### src/hw/rtl/lfpd_pkg.sv
// ----------------------------------------------------------------------------
// lfpd_pkg
// Types and constants shared by the PD steering unit, its divider and checker.
// ----------------------------------------------------------------------------
package lfpd_pkg;

  localparam int unsigned NUM_SENSORS = 7;
  localparam int unsigned IDX_W       = 3;

  // serial divider: |sum| <= 60, count <= 7
  localparam int unsigned DVD_W = 6;
  localparam int unsigned DVS_W = 3;
  localparam int unsigned CNT_W = $clog2(DVD_W + 1);

  localparam int unsigned ACC_W = 15;

  localparam logic [1:0] LOST_NONE  = 2'd0;
  localparam logic [1:0] LOST_LEFT  = 2'd1;
  localparam logic [1:0] LOST_RIGHT = 2'd2;

  localparam logic signed [6:0] ERR_LOST    = 7'sd40;
  localparam logic signed [6:0] LOST_THRESH = 7'sd20;
  localparam int              ERR_LIMIT   = 40;

  localparam logic signed [15:0] DRIVE_MAX = 16'sd255;

  localparam logic [5:0] PROP_GAIN_RST  = 6'd8;
  localparam logic [5:0] DERIV_GAIN_RST = 6'd4;
  localparam logic [7:0] BASE_SPEED_RST = 8'd128;

  localparam logic [1:0] REG_PROP_GAIN  = 2'd0;
  localparam logic [1:0] REG_DERIV_GAIN = 2'd1;
  localparam logic [1:0] REG_BASE_SPEED = 2'd2;

  typedef struct packed {
    logic             start;
    logic [DVD_W-1:0] dividend;
    logic [DVS_W-1:0] divisor;
  } div_req_t;

  typedef struct packed {
    logic             done;
    logic [DVD_W-1:0] quot;
  } div_stat_t;

  typedef struct packed {
    logic [7:0] mag;
    logic       rev;
  } drive_t;

endpackage

### src/hw/rtl/lfpd_serial_div.sv
// ----------------------------------------------------------------------------
// lfpd_serial_div
// Radix-2 restoring divider, one quotient bit per cycle; divisor never zero.
// ----------------------------------------------------------------------------
module lfpd_serial_div (
  input  logic                 clk_i,
  input  logic                 rst_ni,
  input  lfpd_pkg::div_req_t   req_i,
  output lfpd_pkg::div_stat_t  stat_o
);
  import lfpd_pkg::*;

  logic [DVD_W-1:0] shreg_q, shreg_d;
  logic [DVS_W-1:0] rem_q, rem_d;
  logic [DVS_W-1:0] dvs_q, dvs_d;
  logic [CNT_W-1:0] cnt_q, cnt_d;
  logic             done_q, done_d;
  logic [DVS_W:0]   trial;
  logic             ge;

  // dividend bits shift out the top while quotient bits shift in below
  always_comb begin
    trial   = {rem_q, shreg_q[DVD_W-1]};
    ge      = trial >= {1'b0, dvs_q};
    shreg_d = shreg_q;
    rem_d   = rem_q;
    dvs_d   = dvs_q;
    cnt_d   = cnt_q;
    done_d  = 1'b0;
    if (req_i.start) begin
      shreg_d = req_i.dividend;
      rem_d   = '0;
      dvs_d   = req_i.divisor;
      cnt_d   = CNT_W'(DVD_W);
    end else if (cnt_q != '0) begin
      shreg_d = {shreg_q[DVD_W-2:0], ge};
      rem_d   = ge ? DVS_W'(trial - {1'b0, dvs_q}) : trial[DVS_W-1:0];
      cnt_d   = cnt_q - CNT_W'(1);
      done_d  = cnt_q == CNT_W'(1);
    end
  end

  always_ff @(posedge clk_i or negedge rst_ni) begin
    if (!rst_ni) begin
      cnt_q  <= '0;
      done_q <= 1'b0;
    end else begin
      cnt_q  <= cnt_d;
      done_q <= done_d;
    end
  end

  always_ff @(posedge clk_i) begin
    shreg_q <= shreg_d;
    rem_q   <= rem_d;
    dvs_q   <= dvs_d;
  end

  assign stat_o.done = done_q;
  assign stat_o.quot = shreg_q;

endmodule

### src/hw/rtl/line_follower_pd_steering_unit.sv
// ----------------------------------------------------------------------------
// line_follower_pd_steering_unit
// PD steering for a seven-sensor line follower, bit-serial datapath.
// ----------------------------------------------------------------------------
//  channel | dir | handshake               | payload
//  --------+-----+-------------------------+---------------------------------
//  in      | in  | in_valid_i / in_stall_o | sensor_bits_i
//  out     | out | out_valid_o/out_stall_i | position_error_o, left/right
//          |     |                         | drive and reverse
//  cfg     | in  | cfg_we_i                | cfg_idx_i, cfg_data_i
//
//  Each word runs a serial sensor scan, a check, the radix-2 divider (only
//  with a sensor active), a prepare step, the shift-add PD multiply and a
//  commit step before the next word is accepted.
//  Reset clears controller state and restores the register defaults.
//  A stalled result is held in the output register; the next word is taken
//  as soon as the result has been moved there.
// ----------------------------------------------------------------------------
module line_follower_pd_steering_unit (
  input  logic              clk_i,
  input  logic              rst_ni,
  input  logic              in_valid_i,
  output logic              in_stall_o,
  input  logic [6:0]        sensor_bits_i,
  output logic              out_valid_o,
  input  logic              out_stall_i,
  output logic signed [6:0] position_error_o,
  output logic [7:0]        left_drive_o,
  output logic              left_reverse_o,
  output logic [7:0]        right_drive_o,
  output logic              right_reverse_o,
  input  logic              cfg_we_i,
  input  logic [1:0]        cfg_idx_i,
  input  logic [7:0]        cfg_data_i
);
  import lfpd_pkg::*;

  localparam logic [2:0] ST_IDLE = 3'd0;
  localparam logic [2:0] ST_SCAN = 3'd1;
  localparam logic [2:0] ST_CHK  = 3'd2;
  localparam logic [2:0] ST_DIV  = 3'd3;
  localparam logic [2:0] ST_PREP = 3'd4;
  localparam logic [2:0] ST_MUL  = 3'd5;
  localparam logic [2:0] ST_FIN  = 3'd6;

  // weighted offset of one sensor: (idx - 3) * 10, or * 5 while lost
  function automatic logic signed [6:0] tap_weight(logic [IDX_W-1:0] idx, logic lost);
    logic signed [3:0] off;
    logic signed [6:0] o7;
    begin
      off = $signed({1'b0, idx}) - 4'sd3;
      o7  = {{3{off[3]}}, off};
      tap_weight = lost ? (o7 <<< 2) + o7 : (o7 <<< 3) + (o7 <<< 1);
    end
  endfunction

  function automatic drive_t drive_fn(logic signed [15:0] cmd);
    drive_t            r;
    logic signed [15:0] c;
    begin
      if (cmd > DRIVE_MAX)       c = DRIVE_MAX;
      else if (cmd < -DRIVE_MAX) c = -DRIVE_MAX;
      else                       c = cmd;
      r.rev    = c[15];
      r.mag    = c[15] ? 8'(-c) : c[7:0];
      drive_fn = r;
    end
  endfunction

  logic [2:0]             state_q, state_d;
  logic [5:0]             prop_q, prop_d;
  logic [5:0]             deriv_q, deriv_d;
  logic [7:0]             base_q, base_d;
  logic signed [6:0]      last_seen_q, last_seen_d;
  logic [1:0]             lost_q, lost_d;
  logic signed [6:0]      prev_q, prev_d;

  logic [6:0]             bits_q, bits_d;
  logic [IDX_W-1:0]       idx_q, idx_d;
  logic signed [6:0]      sum_q, sum_d;
  logic [DVS_W-1:0]       count_q, count_d;
  logic signed [6:0]      err_q, err_d;
  logic                   found_q, found_d;
  logic signed [ACC_W-1:0] mc_p_q, mc_p_d, mc_d_q, mc_d_d, acc_q, acc_d;
  logic [5:0]             gp_q, gp_d, gd_q, gd_d;
  logic [CNT_W-1:0]       mcnt_q, mcnt_d;

  logic                   out_valid_q, out_valid_d;
  logic signed [6:0]      oerr_q, oerr_d;
  drive_t                 ldrv_q, ldrv_d, rdrv_q, rdrv_d;

  div_req_t               div_req;
  div_stat_t              div_stat;

  logic                   out_free;
  logic signed [7:0]      diff;
  logic [6:0]             quot_x;
  logic [6:0]             sum_abs;
  logic signed [15:0]     cmd_l, cmd_r;
  logic [1:0]             lost_mid;

  lfpd_serial_div u_div (
    .clk_i  (clk_i),
    .rst_ni (rst_ni),
    .req_i  (div_req),
    .stat_o (div_stat)
  );

  assign out_free = !out_valid_q || !out_stall_i;
  assign sum_abs  = sum_q[6] ? 7'(-sum_q) : sum_q;
  assign quot_x   = {1'b0, div_stat.quot};
  assign diff     = {err_q[6], err_q} - {prev_q[6], prev_q};
  assign cmd_l    = $signed({8'b0, base_q}) + {acc_q[ACC_W-1], acc_q};
  assign cmd_r    = $signed({8'b0, base_q}) - {acc_q[ACC_W-1], acc_q};

  assign div_req.start    = (state_q == ST_CHK) && (count_q != '0);
  assign div_req.dividend = sum_abs[DVD_W-1:0];
  assign div_req.divisor  = count_q;

  always_comb begin
    state_d     = state_q;
    prop_d      = prop_q;
    deriv_d     = deriv_q;
    base_d      = base_q;
    last_seen_d = last_seen_q;
    lost_d      = lost_q;
    prev_d      = prev_q;
    bits_d      = bits_q;
    idx_d       = idx_q;
    sum_d       = sum_q;
    count_d     = count_q;
    err_d       = err_q;
    found_d     = found_q;
    mc_p_d      = mc_p_q;
    mc_d_d      = mc_d_q;
    acc_d       = acc_q;
    gp_d        = gp_q;
    gd_d        = gd_q;
    mcnt_d      = mcnt_q;
    oerr_d      = oerr_q;
    ldrv_d      = ldrv_q;
    rdrv_d      = rdrv_q;
    out_valid_d = out_valid_q && out_stall_i;
    lost_mid    = lost_q;

    if (cfg_we_i) begin
      case (cfg_idx_i)
        REG_PROP_GAIN:  prop_d  = cfg_data_i[5:0];
        REG_DERIV_GAIN: deriv_d = cfg_data_i[5:0];
        REG_BASE_SPEED: base_d  = cfg_data_i;
        default: ;
      endcase
    end

    case (state_q)
      ST_IDLE: begin
        if (in_valid_i) begin
          bits_d  = sensor_bits_i;
          idx_d   = '0;
          sum_d   = '0;
          count_d = '0;
          state_d = ST_SCAN;
        end
      end
      ST_SCAN: begin
        if (bits_q[0]) begin
          sum_d   = sum_q + tap_weight(idx_q, lost_q != LOST_NONE);
          count_d = count_q + DVS_W'(1);
        end
        bits_d = bits_q >> 1;
        idx_d  = idx_q + IDX_W'(1);
        if (idx_q == IDX_W'(NUM_SENSORS - 1)) state_d = ST_CHK;
      end
      ST_CHK: begin
        found_d = count_q != '0;
        if (count_q != '0) begin
          state_d = ST_DIV;
        end else begin
          // line lost: fall back on where it was last seen
          if (last_seen_q < -LOST_THRESH)     err_d = -ERR_LOST;
          else if (last_seen_q > LOST_THRESH) err_d = ERR_LOST;
          else                                err_d = '0;
          state_d = ST_PREP;
        end
      end
      ST_DIV: begin
        if (div_stat.done) begin
          err_d   = sum_q[6] ? 7'(-quot_x) : quot_x;
          state_d = ST_PREP;
        end
      end
      ST_PREP: begin
        mc_p_d  = {{(ACC_W-7){err_q[6]}}, err_q};
        mc_d_d  = {{(ACC_W-8){diff[7]}}, diff};
        gp_d    = prop_q;
        gd_d    = deriv_q;
        acc_d   = '0;
        mcnt_d  = CNT_W'(6);
        state_d = ST_MUL;
      end
      ST_MUL: begin
        acc_d  = acc_q + (gp_q[0] ? mc_p_q : '0) + (gd_q[0] ? mc_d_q : '0);
        mc_p_d = mc_p_q <<< 1;
        mc_d_d = mc_d_q <<< 1;
        gp_d   = gp_q >> 1;
        gd_d   = gd_q >> 1;
        mcnt_d = mcnt_q - CNT_W'(1);
        if (mcnt_q == CNT_W'(1)) state_d = ST_FIN;
      end
      ST_FIN: begin
        if (out_free) begin
          out_valid_d = 1'b1;
          oerr_d      = err_q;
          ldrv_d      = drive_fn(cmd_l);
          rdrv_d      = drive_fn(cmd_r);
          prev_d      = err_q;
          if (found_q) begin
            last_seen_d = err_q;
          end else if (last_seen_q < -LOST_THRESH) begin
            lost_mid = LOST_LEFT;
          end else if (last_seen_q > LOST_THRESH) begin
            lost_mid = LOST_RIGHT;
          end
          // flag drops once the error is back on the near side
          if (lost_mid == LOST_LEFT && !err_q[6])                     lost_d = LOST_NONE;
          else if (lost_mid == LOST_RIGHT && (err_q[6] || err_q == '0)) lost_d = LOST_NONE;
          else                                                        lost_d = lost_mid;
          state_d = ST_IDLE;
        end
      end
      default: state_d = ST_IDLE;
    endcase
  end

  always_ff @(posedge clk_i or negedge rst_ni) begin
    if (!rst_ni) begin
      state_q     <= ST_IDLE;
      prop_q      <= PROP_GAIN_RST;
      deriv_q     <= DERIV_GAIN_RST;
      base_q      <= BASE_SPEED_RST;
      last_seen_q <= '0;
      lost_q      <= LOST_NONE;
      prev_q      <= '0;
      out_valid_q <= 1'b0;
      idx_q       <= '0;
      mcnt_q      <= '0;
    end else begin
      state_q     <= state_d;
      prop_q      <= prop_d;
      deriv_q     <= deriv_d;
      base_q      <= base_d;
      last_seen_q <= last_seen_d;
      lost_q      <= lost_d;
      prev_q      <= prev_d;
      out_valid_q <= out_valid_d;
      idx_q       <= idx_d;
      mcnt_q      <= mcnt_d;
    end
  end

  always_ff @(posedge clk_i) begin
    bits_q  <= bits_d;
    sum_q   <= sum_d;
    count_q <= count_d;
    err_q   <= err_d;
    found_q <= found_d;
    mc_p_q  <= mc_p_d;
    mc_d_q  <= mc_d_d;
    acc_q   <= acc_d;
    gp_q    <= gp_d;
    gd_q    <= gd_d;
    oerr_q  <= oerr_d;
    ldrv_q  <= ldrv_d;
    rdrv_q  <= rdrv_d;
  end

  assign in_stall_o       = state_q != ST_IDLE;
  assign out_valid_o      = out_valid_q;
  assign position_error_o = oerr_q;
  assign left_drive_o     = ldrv_q.mag;
  assign left_reverse_o   = ldrv_q.rev;
  assign right_drive_o    = rdrv_q.mag;
  assign right_reverse_o  = rdrv_q.rev;

endmodule

### config.mk
export PLATFORM = sky130hd
export DESIGN_NAME = line_follower_pd_steering_unit
export DESIGN_NICKNAME = d
export VERILOG_FILES = /design/src/hw/rtl/lfpd_pkg.sv /design/src/hw/rtl/lfpd_serial_div.sv /design/src/hw/rtl/line_follower_pd_steering_unit.sv
export SDC_FILE = /design/constraint.sdc
export NUM_CORES = 1
export LEC_CHECK = 0
export BUFFER_PORTS_ARGS = -buffer_cell sky130_fd_sc_hd__buf_2
export CAP_MARGIN = 15
export CORE_UTILIZATION = 35
export DETAILED_ROUTE_END_ITERATION = 12
export PLACE_DENSITY = 0.53
export SETUP_SLACK_MARGIN = 0.2
export SYNTH_ARGS = -nofsm -noshare
export SYNTH_HDL_FRONTEND = slang
export SYNTH_SLANG_ARGS = --single-unit
### constraint.sdc
create_clock -name clk_i -period 4 [get_ports clk_i]
set_clock_uncertainty 0.15 [all_clocks]
set_input_delay 0 -clock clk_i [delete_from_list [all_inputs] [get_ports clk_i]]
set_output_delay 0 -clock clk_i [all_outputs]
set_load 0.01 [all_outputs]
Yosys cells after proc, flatten, opt, wreduce, memory -nomap -nowiden
Index checks and enable logic that the tools add are counted.
{"block": "totals", "elab_cells": 162, "out_inout_bits": 27, "ff_bits": 169, "input_bits": 22}
{"block": "op_classes", "addsub": 18, "n_lt_le_gt_ge": 7, "n_eq_ne": 20, "n_reduce_logical": 29, "muxes": 58}
{"op": "two-way mux 16 bit", "count": 8}
{"op": "one-hot mux 15 bit (2 select lines)", "count": 3}
{"op": "two-way mux 7 bit", "count": 8}
{"op": "one-hot mux 7 bit (2 select lines)", "count": 3}
{"op": "two-way mux 3 bit", "count": 11}
{"op": "greater-than comparator 16 x 9 -> 1 bit, second input constant", "count": 2}
{"op": "< comparator 16 x 9 -> 1 bit, second input constant", "count": 2}
{"op": "adder 15 bit", "count": 2}
{"op": "two-way mux 15 bit", "count": 2}
{"op": "two-way mux 6 bit", "count": 4}
{"op": "one-hot mux 6 bit (2 select lines)", "count": 2}
{"op": "one-hot mux 3 bit (7 select lines)", "count": 1}
{"op": "one-hot mux 3 bit (2 select lines)", "count": 3}
{"op": "adder 9 x 15 -> 16 bit", "count": 1}
{"op": "two-way mux 8 bit", "count": 2}
{"op": "negation 8 bit", "count": 2}
{"op": "subtractor 9 x 15 -> 16 bit", "count": 1}
{"op": "two-way mux 2 bit", "count": 7}
{"op": "equality test 3 bit, second input constant", "count": 4}
{"op": "inequality test 2 bit, second input constant", "count": 6}
{"op": "AND reduction 2 bit", "count": 5}
{"op": "nonzero test 2 bit", "count": 5}
{"op": "equality test 3 x 1 -> 1 bit, second input constant", "count": 3}
{"op": "AND reduction 3 bit", "count": 3}
{"op": "26 further kinds", "count": 42}

Longest topological paths before layout
{"block": "depth", "ltp_word": 10, "ltp_mapped": 20}

Modules after synthesis
A second synthesis with hierarchy kept.
{"block": "unflattened", "hier_cells": 1045, "area_unflattened_um2": 10726.5}
{"mod": "line_follower_pd_steering_unit", "cells_per_inst": 980, "instances": 1, "area_each_um2": 9917.0}
{"mod": "lfpd_serial_div", "cells_per_inst": 65, "instances": 1, "area_each_um2": 809.5}

Least setup slack after synthesis
OpenSTA, ideal clock, no wires.
{"block": "synth_path", "path_kind": "register -> register", "start": "reg base_q[0]", "end": "reg rdrv_q, in the netlist right_drive_o[6] (data pin)", "required_time_ps": 3583, "setup_slack_ps": -121, "path_stages_with_launch": 20, "arrival_time_ps": 3703, "cell_sequence": "dfrtp_1 > inv_1 > ha_1 > inv_1 > fa_1 > a21o_1 > a21oi_1 > xor2_1 > o2111ai_1 > or3_1 > nand4b_1 > ha_1 > clkbuf_1 > inv_1 > and4_1 > ha_1 > o311a_1 > a31o_2 > nand3_1 > nand4_1"}
{"block": "synth_via", "elab_chain_cells": 8}
{"element": "start, declared", "line_no": "line_follower_pd_steering_unit.sv:73", "rtl": "logic [7:0] base_q, base_d;"}
{"element": "start signal, assigned", "line_no": "line_follower_pd_steering_unit.sv:251", "rtl": "base_q <= base_d;"}
{"element": "subtractor 9 x 15 -> 16 bit *", "line_no": "line_follower_pd_steering_unit.sv:114", "rtl": "assign cmd_r = $signed({8'b0, base_q}) - {acc_q[ACC_W-1], acc_q};"}
{"element": "< comparator 16 x 9 -> 1 bit", "line_no": "line_follower_pd_steering_unit.sv:62", "rtl": "else if (cmd < -DRIVE_MAX) c = -DRIVE_MAX;"}
{"element": "two-way mux 16 bit", "line_no": "line_follower_pd_steering_unit.sv:62"}
{"element": "two-way mux 16 bit *", "line_no": "line_follower_pd_steering_unit.sv:61", "rtl": "if (cmd > DRIVE_MAX) c = DRIVE_MAX;"}
{"element": "two-way mux 16 bit *", "line_no": "line_follower_pd_steering_unit.sv:211", "rtl": "if (out_free) begin"}
{"element": "two-way mux 16 bit *", "line_no": "line_follower_pd_steering_unit.sv:155", "rtl": "case (state_q)"}
{"element": "negation 8 bit", "line_no": "line_follower_pd_steering_unit.sv:65", "rtl": "r.mag = c[15] ? 8'(-c) : c[7:0];"}
{"element": "two-way mux 8 bit *", "line_no": "line_follower_pd_steering_unit.sv:65"}
{"element": "end signal, assigned", "line_no": "line_follower_pd_steering_unit.sv:274", "rtl": "rdrv_q <= rdrv_d;"}
{"element": "end, declared", "line_no": "line_follower_pd_steering_unit.sv:90", "rtl": "drive_t ldrv_q, ldrv_d, rdrv_q, rdrv_d;"}
Every way passes the cells marked *; elsewhere a longest branch is shown, timed or not. The select of a mux whose other input is x is not followed.
A chain may end at the register's enable or synchronous reset.

Worst setup path in the final report
{"block": "layout_path", "start": "reg base_q[0]", "end": "reg rdrv_q, in the netlist right_drive_o[2] (data pin)"}
The elaborated chain is that of the path after synthesis.

==> results_dict.tcl <==
set metrics [dict create \
    overflow 0 \
    nets 1272 \
    ys_ff_latch 169 \
    dr.pass1.iters 5 \
    met3_usage 0.0279 \
    maxCapViolCount 0 \
    top_usage_layer "met2" \
    antenna_cells 0 \
    start_util 0.355 \
    critPathRequiredTime_ns 4.04 \
    critPathCaptureType "flip-flop" \
    finalHoldViolCount 0 \
    io_pins 49 \
    grt_pass1_vias 7673 \
    dp.cells 1491 \
    power_leakage_nw 5.31 \
    cts_sinks 169 \
    num_rows 63 \
    synth_top_area_frac 0.332 \
    synth-edff-count 116 \
    max_freq_mhz 256 \
    netlist_area_um2 10500 \
    synth_common_cells "nand2_1 (132), edfxtp_1 (116), nor2_1 (75)" \
    wl_per_cell_um 14.8 \
    power_w 0.00924 \
    ys_types 79 \
    yosysSeqAreaShare 0.457 \
    rsz0062_at_grt "true" \
    worst_pin_slew_ns 1.03 \
    r2r_end "right_drive_o[2]" \
    period_share 0.975 \
    cts_root_buf "clkbuf_16" \
    r2r-start "base_q[0]" \
    drive_gt1_frac 0.232 \
    grt_pass1_wl_um 38300 \
    numCtsBuffers 17 \
    grt.total_usage 0.156 \
    insertion_delay_ns 0.44 \
    yosysWarningCount 0 \
    synth_ff_type "edfxtp_1" \
    use_met1 0.200 \
    r2r_setup_slack_ns 0.10 \
    power.density_nw_per_um2 714 \
    portBuffers 48 \
    syn_to_final_growth_pct 23.2 \
    synthMostInstantiatedCell "nand2_1" \
    antenna_found_initial 0 \
    fp.dieW_um 175 \
    status "completed" \
    finalMaxSlewViolations 0 \
    worstHoldPathType "in2reg" \
    hp-start "cfg_we_i" \
    dp_hpwl_um 16900 \
    die_area_um2 30700 \
    die_h_um 175 \
    timing.critical_path.fanout_max 5 \
    ant_nets 0 \
    hold_path_end "deriv_q[0]" \
    vias_per_cell 5.05 \
    drc 0 \
    grt_max_degree 51 \
    nFillCells 2847 \
    wl_um 23200 \
    grt_use_met2 0.270 \
    num_vias 7921 \
    holdPathStages 3 \
    synth.avg_cell_area_um2 10.2 \
    drt_iter0_markers 379 \
    cts_tree "done" \
    maxSlewHeadroom 0.309 \
    cts_htree_levels 4 \
    synth_async_sr_flop_share 0.296 \
    synth_cells 1028 \
    core_um2 29600 \
    clkTransAtPathRegs_ns 0.07 \
    gp_congestion 0.849 \
    synth.area.top_cells "edfxtp_1 (33%), dfrtp_1 (11%), ha_1 (7.5%)" \
    cts_buffer_depth 2 \
    reg2reg_depth 17 \
    peakVddDrop_uv 766 \
    startpoint_type "flip-flop" \
    synth_nets 1134 \
    finish.utilization 0.438 \
    finalNonFillerCells 1569 \
    setup-violations-final 0 \
    synth_area_leader_cell "edfxtp_1" \
    worstPathArrival_ns 3.93 \
    criticalPathCategory "reg2reg" \
    fin_crit_ns 3.90 \
]
==> worst max-delay path by stage <==
stage / start / to
finish: base_q[0] / right_drive_o[2]
global route: acc_q[0] / right_drive_o[4]
CTS: acc_q[7] / right_drive_o[2]
detailed placement: base_q[0] / right_drive_o[6]
global placement: base_q[0] / right_drive_o[6]
floorplan: base_q[0] / right_drive_o[6]
==> worst max-delay path, stage by stage, from the launching register on <==
cell and delay [ns]:
dfrtp_1 0.40, inv_1 0.10, ha_4 0.14, inv_2 0.03
fa_2 0.39, a21o_1 0.19, a21oi_2 0.18, xor2_2 0.19
o2111ai_2 0.18, or3_4 0.38, nand4b_1 0.18, ha_4 0.25
nor2b_4 0.14, nor3_2 0.05, ha_2 0.20, nor2_1 0.11
xnor2_1 0.06, or3_1 0.31
==> kinds of logic (layout without fill, tap and decap cells) <==
family,Yosys count,count (layout),share of synthesized area
multiplexers,40,40,0.0420
flip-flops,169,169,0.457
buffers and inverters,98,249,0.0361
AO/OA/AOI/OAI,208,208,0.130
XOR/XNOR,46,46,0.0384
adder cells (fa/ha/maj),84,84,0.115
AND/OR/NAND/NOR,383,383,0.181
==> cell type report <==
class                   count  area (um2)  area share
flip-flops and latches    169        4800       0.371
clock buffers              18         429      0.0332
clock inverters            14         153      0.0118
inverters                  58         223      0.0172
well taps                 390         488      0.0377
repair buffers            159        1150      0.0888
multi-input cells         761        5700       0.440
==> sequential cells by signal (all words and copies together) (netlist names), 6 cells and up <==
signal	flops
acc_q	15
mc_d_q	15
mc_p_q	15
base_q	8
left_drive_o	8
right_drive_o	8
bits_q	7
err_q	7
last_seen_q	7
position_error_o	7
prev_q	7
sum_q	7
deriv_q	6
gd_q	6
gp_q	6
prop_q	6
u_div.shreg_q	6
==> cell usage in the layout, fill, tap and decap left out, types with 4 or more instances in the layout <==
cell and instances:
a211oi_1 7, a21o_1 21, a21oi_1 43, a31oi_1 4, and2_1 36, and3_1 8, buf_2 48, buf_4 86
clkbuf_16 17, dfrtp_1 47, dlygate4sd3_1 22, edfxtp_1 116, fa_1 19, ha_1 50, ha_2 7, ha_4 6
inv_1 53, inv_6 6, mux2_2 28, mux2i_1 10, nand2_1 131, nand2b_1 15, nand3_1 14, nand3b_1 5
nand4_1 7, nor2_1 74, nor2b_1 15, nor3_1 19, nor3b_1 5, o211ai_1 12, o21a_1 8, o21ai_0 51
o21ai_1 4, o22ai_1 6, o31ai_1 6, or2_2 4, or3_1 12, xnor2_1 26, xor2_1 16
==> power by group <==
| group | leakage [nW] | internal, W | switching [W] |
|---|---|---|---|
| Combinational | 3.33 | 0.00219 | 0.00248 |
| Clock | 0.285 | 0.000837 | 0.000802 |
| Sequential | 1.70 | 0.00256 | 0.000369 |
==> metal layers <==
metal	part of all wire	vias up
li1	-	3941
met1	0.46	3852
met2	0.50	99
met3	0.025	29
met4	0.015	0
met5	0	-
==> stage by stage <==
step | TNS, ns | cell area [um2] | setup WS, ns | hold WS, ns
floorplan | 0 | 10600 | 0.0926 | -0.446
global placement | -0.0133 | 11700 | -0.0133 | 0.0461
detailed placement | -0.306 | 11700 | -0.0950 | 0.0419
CTS | 0 | 12800 | 0.179 | 0.0161
global route | -0.161 | 12900 | -0.0646 | 0.0494
finish | 0 | 12900 | 0.101 | 0.0291
==> what timing repair did <==
action	in CTS	in global routing
hold buffers	22	0
resized for setup	30	24
buffers inserted	18	6
endpoints found under the hold margin	97	0
pin swaps	24	13
endpoints found under the setup margin	7	10
(Power assumes the default switching activity.)
